File: src/design/vno2d_pkg.sv
// Shared constants, types and the cosine curve table of the 2D value noise block.
`default_nettype none

package vno2d_pkg;

  localparam int TABLE_DEPTH   = 4096;
  localparam int MAX_OCTAVES   = 8;
  localparam int CURVE_ENTRIES = 256;

  localparam int TAB_AW    = $clog2(TABLE_DEPTH);
  localparam int OCT_W     = (MAX_OCTAVES > 1) ? $clog2(MAX_OCTAVES) : 1;
  localparam int OCT_SHIFT = MAX_OCTAVES - 1;
  localparam int CX_W      = 16 + OCT_SHIFT;
  localparam int Q_W       = 32 + OCT_SHIFT;
  localparam int ADDR_W    = CX_W + 13 + 2;
  localparam int SUM_W     = 32 + $clog2(MAX_OCTAVES) + 1;
  localparam int DIV_W     = SUM_W + 17;
  localparam int DVS_W     = 17;
  localparam int CNT_W     = $clog2(DIV_W + 1);
  localparam int MUL_AW    = ((SUM_W > CX_W) ? SUM_W : CX_W) + 1;
  localparam int MUL_BW    = 18;
  localparam int PROD_W    = MUL_AW + MUL_BW;
  localparam int CURVE_AW  = $clog2(CURVE_ENTRIES);
  localparam int APB_AW    = 4;

  localparam logic [63:0] PI_Q30  = 64'd3373259422;
  localparam longint      ONE_Q30 = 64'sd1073741824;

  typedef logic [16:0] curve_rom_t [CURVE_ENTRIES];

  // (1-cos(pi*e/N))/2 in Q16 by a Q30 Taylor series
  function automatic logic [16:0] curve_half(int unsigned e);
    logic [63:0] theta;
    logic [63:0] t2;
    logic [63:0] term;
    longint      c;
    theta = (PI_Q30 * 64'(e)) / CURVE_ENTRIES;
    t2    = (theta * theta) >> 30;
    term  = 64'(ONE_Q30);
    c     = ONE_Q30;
    for (int n = 1; n <= 10; n++) begin
      term = ((term * t2) >> 30) / 64'((2 * n - 1) * (2 * n));
      if ((n % 2) == 1) c = c - longint'(term);
      else c = c + longint'(term);
    end
    if (c < 0) c = 0;
    if (c > ONE_Q30) c = ONE_Q30;
    return 17'((64'(ONE_Q30 - c) + 64'd16384) >> 15);
  endfunction

  function automatic curve_rom_t build_curve();
    curve_rom_t r;
    for (int unsigned e = 0; e < CURVE_ENTRIES; e++) begin
      if (2 * e <= CURVE_ENTRIES) r[e] = curve_half(e);
      else r[e] = 17'h10000 - curve_half(CURVE_ENTRIES - e);
    end
    return r;
  endfunction

  localparam curve_rom_t CURVE_ROM = build_curve();

  typedef struct packed {
    logic [3:0]  octave_count;
    logic [8:0]  lattice_step;
    logic [12:0] row_stride;
    logic [15:0] persistence;
  } vno2d_cfg_t;

  typedef struct packed {
    logic        func;
    logic [15:0] x_coord;
    logic [15:0] y_coord;
    logic [11:0] table_addr;
    logic [15:0] table_value;
  } vno2d_item_t;

  typedef struct packed {
    logic [15:0] noise_value;
    logic        index_error;
  } vno2d_result_t;

  localparam logic FUNC_WRITE = 1'b0;

  typedef enum logic [4:0] {
    OP_NONE, OP_WRITE, OP_LOAD, OP_DIVY, OP_INIT, OP_CELL, OP_MADDR, OP_BASE,
    OP_RD, OP_MBL1, OP_MBL2, OP_V2, OP_MBL3, OP_VV, OP_MPV, OP_MPP, OP_PUPD,
    OP_MFIN, OP_DIVF, OP_EMIT
  } dp_op_e;

  typedef struct packed {
    dp_op_e     op;
    logic [1:0] corner;
  } vno2d_cmd_t;

  typedef struct packed {
    logic div_done;
    logic last_oct;
    logic err;
  } vno2d_stat_t;

endpackage

`default_nettype wire

File: src/design/vno2d_ctrl.sv
// Sequencer: steps the datapath through divisions, octaves and the final scale.
`default_nettype none

module vno2d_ctrl (
  input  wire logic                   clk_i,
  input  wire logic                   rst_ni,
  input  wire logic                   start_i,
  input  wire logic                   func_i,
  input  wire vno2d_pkg::vno2d_stat_t stat_i,
  output vno2d_pkg::vno2d_cmd_t       cmd_o,
  output logic                        busy_o
);
  import vno2d_pkg::*;

  typedef enum logic [4:0] {
    S_IDLE, S_DIVX, S_DIVY, S_CELL, S_MADDR, S_BASE, S_RD0, S_RD1, S_RD2, S_RD3,
    S_MBL1, S_MBL2, S_V2, S_MBL3, S_VV, S_MPV, S_MPP, S_PUPD, S_MFIN, S_DIVF,
    S_WAITF, S_EMIT
  } state_e;

  state_e state_q, state_d;

  always_comb begin
    state_d    = state_q;
    cmd_o.op     = OP_NONE;
    cmd_o.corner = 2'd0;
    unique case (state_q)
      S_IDLE: if (start_i) begin
        if (func_i == FUNC_WRITE) cmd_o.op = OP_WRITE;
        else begin
          cmd_o.op = OP_LOAD;
          state_d  = S_DIVX;
        end
      end
      S_DIVX: if (stat_i.div_done) begin
        cmd_o.op = OP_DIVY;
        state_d  = S_DIVY;
      end
      S_DIVY: if (stat_i.div_done) begin
        cmd_o.op = OP_INIT;
        state_d  = S_CELL;
      end
      S_CELL: begin
        cmd_o.op = OP_CELL;
        state_d  = S_MADDR;
      end
      S_MADDR: begin
        cmd_o.op = OP_MADDR;
        state_d  = S_BASE;
      end
      S_BASE: begin
        cmd_o.op = OP_BASE;
        state_d  = S_RD0;
      end
      S_RD0: begin
        cmd_o.op = OP_RD;
        state_d  = S_RD1;
      end
      S_RD1: begin
        cmd_o.op     = OP_RD;
        cmd_o.corner = 2'd1;
        state_d      = S_RD2;
      end
      S_RD2: begin
        cmd_o.op     = OP_RD;
        cmd_o.corner = 2'd2;
        state_d      = S_RD3;
      end
      S_RD3: begin
        cmd_o.op     = OP_RD;
        cmd_o.corner = 2'd3;
        state_d      = S_MBL1;
      end
      S_MBL1: begin
        cmd_o.op = OP_MBL1;
        state_d  = S_MBL2;
      end
      S_MBL2: begin
        cmd_o.op = OP_MBL2;
        state_d  = S_V2;
      end
      S_V2: begin
        cmd_o.op = OP_V2;
        state_d  = S_MBL3;
      end
      S_MBL3: begin
        cmd_o.op = OP_MBL3;
        state_d  = S_VV;
      end
      S_VV: begin
        cmd_o.op = OP_VV;
        state_d  = S_MPV;
      end
      S_MPV: begin
        cmd_o.op = OP_MPV;
        state_d  = S_MPP;
      end
      S_MPP: begin
        cmd_o.op = OP_MPP;
        state_d  = S_PUPD;
      end
      S_PUPD: begin
        cmd_o.op = OP_PUPD;
        // skip the final scale once a corner has missed the table
        if (!stat_i.last_oct) state_d = S_CELL;
        else if (stat_i.err) state_d = S_EMIT;
        else state_d = S_MFIN;
      end
      S_MFIN: begin
        cmd_o.op = OP_MFIN;
        state_d  = S_DIVF;
      end
      S_DIVF: begin
        cmd_o.op = OP_DIVF;
        state_d  = S_WAITF;
      end
      S_WAITF: if (stat_i.div_done) state_d = S_EMIT;
      S_EMIT: begin
        cmd_o.op = OP_EMIT;
        state_d  = S_IDLE;
      end
      default: state_d = S_IDLE;
    endcase
  end

  always_ff @(posedge clk_i or negedge rst_ni) begin
    if (!rst_ni) state_q <= S_IDLE;
    else state_q <= state_d;
  end

  assign busy_o = state_q != S_IDLE;

  a_final_emit: assert property (@(posedge clk_i) disable iff (!rst_ni)
    (state_q == S_WAITF && stat_i.div_done) |=> state_q == S_EMIT)
    else $error("final quotient not emitted");

endmodule

`default_nettype wire

File: config.mk
export PLATFORM = sky130hd
export DESIGN_NAME = vno2d_ctrl
export DESIGN_NICKNAME = d
export VERILOG_FILES = /design/src/design/vno2d_pkg.sv /design/src/design/vno2d_ctrl.sv
export SDC_FILE = /design/constraint.sdc
export NUM_CORES = 1
export LEC_CHECK = 0
export BUFFER_PORTS_ARGS = -buffer_cell sky130_fd_sc_hd__buf_2
export CAP_MARGIN = 10
export CORE_AREA = 2 2 45 47
export CTS_CLUSTER_DIAMETER = 100
export DETAILED_ROUTE_END_ITERATION = 8
export DIE_AREA = 0 0 47 49
export PLACE_DENSITY = 0.65
export SLEW_MARGIN = 20
export SYNTH_ARGS = -nofsm -noshare
export SYNTH_HDL_FRONTEND = slang
export SYNTH_SLANG_ARGS = --single-unit
File: constraint.sdc
create_clock -name clk_i -period 1.72 [get_ports clk_i]
set_clock_uncertainty 0.2 [all_clocks]
set_input_delay 0.258 -clock clk_i [delete_from_list [all_inputs] [get_ports clk_i]]
set_output_delay 0.258 -clock clk_i [all_outputs]
set_load 0.05 [all_outputs]
==> impl_metrics.env <==
export IMPL_synth_avg_cell_area_sq_um=7.411
export IMPL_largestRegisters="state_q: 5 flops"
export IMPL_core_area_sq_um=1842
export IMPL_ant_nets=0
export IMPL_num_vias=956
export IMPL_final_critical_path_setup_slack_ns=-0.4608
export IMPL_largest_register="state_q"
export IMPL_synth_nets=98
export IMPL_post_route_drc_count=0
export IMPL_numCtsBuffers=3
export IMPL_synth_top_cell_area_share_pct=18.55
export IMPL_slew_viol_final=0
export IMPL_reg2reg_from="state_q[1]$_DFFE_PN0P_"
export IMPL_area_growth_pct=108.5
export IMPL_synthTopCellsByArea="dfrtp_1, a21oi_1, o21ai_0"
export IMPL_min_path_type="in2async"
export IMPL_fin_hold_ws_ns=0.2123
export IMPL_yosys_cell_types_count=35
export IMPL_r2r_end="state_q[0]$_DFFE_PN0P_"
export IMPL_cts_sinks=5
export IMPL_grt_pass1_wl_um=4353
export IMPL_n_antenna_cell=0
export IMPL_critPathLaunchType="register"
export IMPL_place_hpwl_um=1702
export IMPL_rsz0062_at_grt="true"
export IMPL_drtIter0Drc=27
export IMPL_io_pins=15
export IMPL_syn_cell_area_sq_um=674.4
export IMPL_final_hold_violation_count=0
export IMPL_die_y_um=49
export IMPL_r2r_slack_ns=-0.11
export IMPL_worst_pin_slew_ns=0.3960
export IMPL_worst_ep_arrival_time_ns=1.72
export IMPL_violations="negative setup slack"
export IMPL_dieArea_sq_um=2303
export IMPL_root_buffer="clkbuf_4"
export IMPL_syn_inst=91
export IMPL_die_w_um=47
export IMPL_reg2regPathDepth=6
export IMPL_routed_wirelength_um=2940
export IMPL_dr_pass1_iters=4
export IMPL_critPathKind="reg2out"
export IMPL_start_util_pct=36.62
export IMPL_fillers=117
export IMPL_final_util_pct=76.36
export IMPL_status="finished with violations"
export IMPL_via_per_inst=5.759
export IMPL_final_layout_size_suffix_gt1_share_pct=69.78
export IMPL_critPathMaxFanout=7
export IMPL_grt_ovfl_total=0
export IMPL_fin_crit_ns=2.181
export IMPL_grt_antenna_before_repair=0
export IMPL_setup_viol=9
export IMPL_first_global_vias=932
export IMPL_layout_nets=147
export IMPL_yosysWarnings=0
export IMPL_cts_htree_levels=1
export IMPL_wire_per_inst_um=17.71
export IMPL_critPathCaptureType="output pin"
export IMPL_grt_total_usage_pct=25.48
export IMPL_cts_tree="built"
export IMPL_ys_seq_area_share_pct=18.55
export IMPL_period_share_pct=126.8
export IMPL_clk_latency_ns=0.24
export IMPL_timing_slew_headroom_pct=73.40
export IMPL_ys_ff_latch=5
export IMPL_grt_start_max_net_pins=11
export IMPL_largest_reg_flops=5
export IMPL_synth_top_area_cell="dfrtp_1"
export IMPL_gp_congestion=0.8313
export IMPL_clk_path_buf_depth=2
export IMPL_io_buffer_count=14
export IMPL_max_cap_violations=0
export IMPL_rows=16
export IMPL_required_ns=1.26
export IMPL_cp_startpoint="state_q[1]$_DFFE_PN0P_"
export IMPL_max_clock_freq_mhz=458.5
export IMPL_clk_pin_slew_worst_paths_ns=0.05
-- worst max-delay path: stages (launching register included) --
cell,delay (ns)
dfrtp_2,0.47
buf_4,0.16
mux2_4,0.26
o22a_1,0.24
o21ai_4,0.17
buf_6,0.18
-- through the flow --
stage	cell area (sq um)	instances	TNS [ns]	worst slack, ns
floorplan	830.8	91	-0.6942	-0.1491
global placement	1084	153	-1.469	-0.2849
detailed placement	1084	153	-1.561	-0.3078
CTS	1271	161	-2.153	-0.3844
global route	1406	166	-3.007	-0.4869
finish	1406	166	-2.488	-0.4608
-- worst max-delay path by stage --
stage                     cells past startpoint        to
final                                         5  cmd_o[4]
after global routing                          5  cmd_o[4]
after CTS                                     4  cmd_o[2]
after detailed placement                      5  cmd_o[2]
after global placement                        5  cmd_o[2]
after floorplan                               5  cmd_o[2]
-- metal layers --
metal,vias to the layer above,wire length [um],track usage [%],share of wire (%)
li1,437,-,-,-
met1,455,1082,32.65,37
met2,56,1567,40.41,53
met3,8,209,1.852,7.1
met4,0,80,14.35,2.7
met5,-,0,0,0
-- cell usage after synthesis --
cell,n
nor2_1,9
a211o_1,1
buf_2,5
nand3b_1,1
mux2_2,1
o21ai_0,8
o31ai_4,1
o22a_1,2
a31oi_1,2
or2_2,2
xor2_1,1
nor4b_1,2
nor2b_1,4
nor3_2,1
clkbuf_1,3
a21oi_1,8
buf_1,1
and3b_1,1
dfrtp_1,5
o221ai_1,2
nand3_1,6
o2111ai_1,1
inv_1,4
o211a_1,1
o22ai_1,1
o21a_1,1
buf_6,1
nand4_1,1
nor3b_1,2
or3b_4,1
o211ai_2,2
nor3_1,3
mux2i_1,1
o311ai_4,1
nand2_1,5
-- cell families (layout without fill, tap and decap cells) --
kind of cell	count (synthesis)	after routing	synth area share, %
and+or+nand+nor	38	38	31.35
muxes	2	2	3.154
AOI/OAI and AO/OA	31	31	35.81
DFF	5	5	18.55
xor gates and xnor gates	1	1	1.299
buffers and inverters	14	62	9.831
-- layout by cell type, fill, tap and decap left out, types with 2 or more instances in the layout --
master and n:
a21oi_1 3, a21oi_2 4, buf_2 6, buf_4 26, buf_6 19, buf_8 2
clkbuf_4 3, dfrtp_2 4, inv_2 2, nand2_1 4, nand3_1 3, nand3_4 2
nor2_1 6, nor2_4 2, nor2b_1 2, nor2b_4 2, nor3_4 3, nor3b_4 2
o211ai_2 2, o21ai_0 6, o21ai_4 2, o221ai_4 2, o22a_1 2, or2_4 2
-- repair_timing --
item                                   4_1_cts  5_1_grt
hold buffers                                 1        0
endpoints found under the hold margin        5        0
setup buffers                                4        6
pin swaps                                   18       10
setup endpoints to repair                   10       10
resized for setup                           36       24
-- area by class of cell --
cell class                      instances  area [sq um]  area share (%)
Multi-Input combinational cell         72         719.4           51.16
Sequential cell                         5         130.1           9.253
Inverter                                4         17.52           1.246
Timing Repair Buffer                   54         479.2           34.07
Clock buffer                            4         26.28           1.868
Tap cell                               27         33.78           2.402
Power is not shown: default switching activity piles up to over one toggle a cycle in this logic, so the estimate is an artifact.
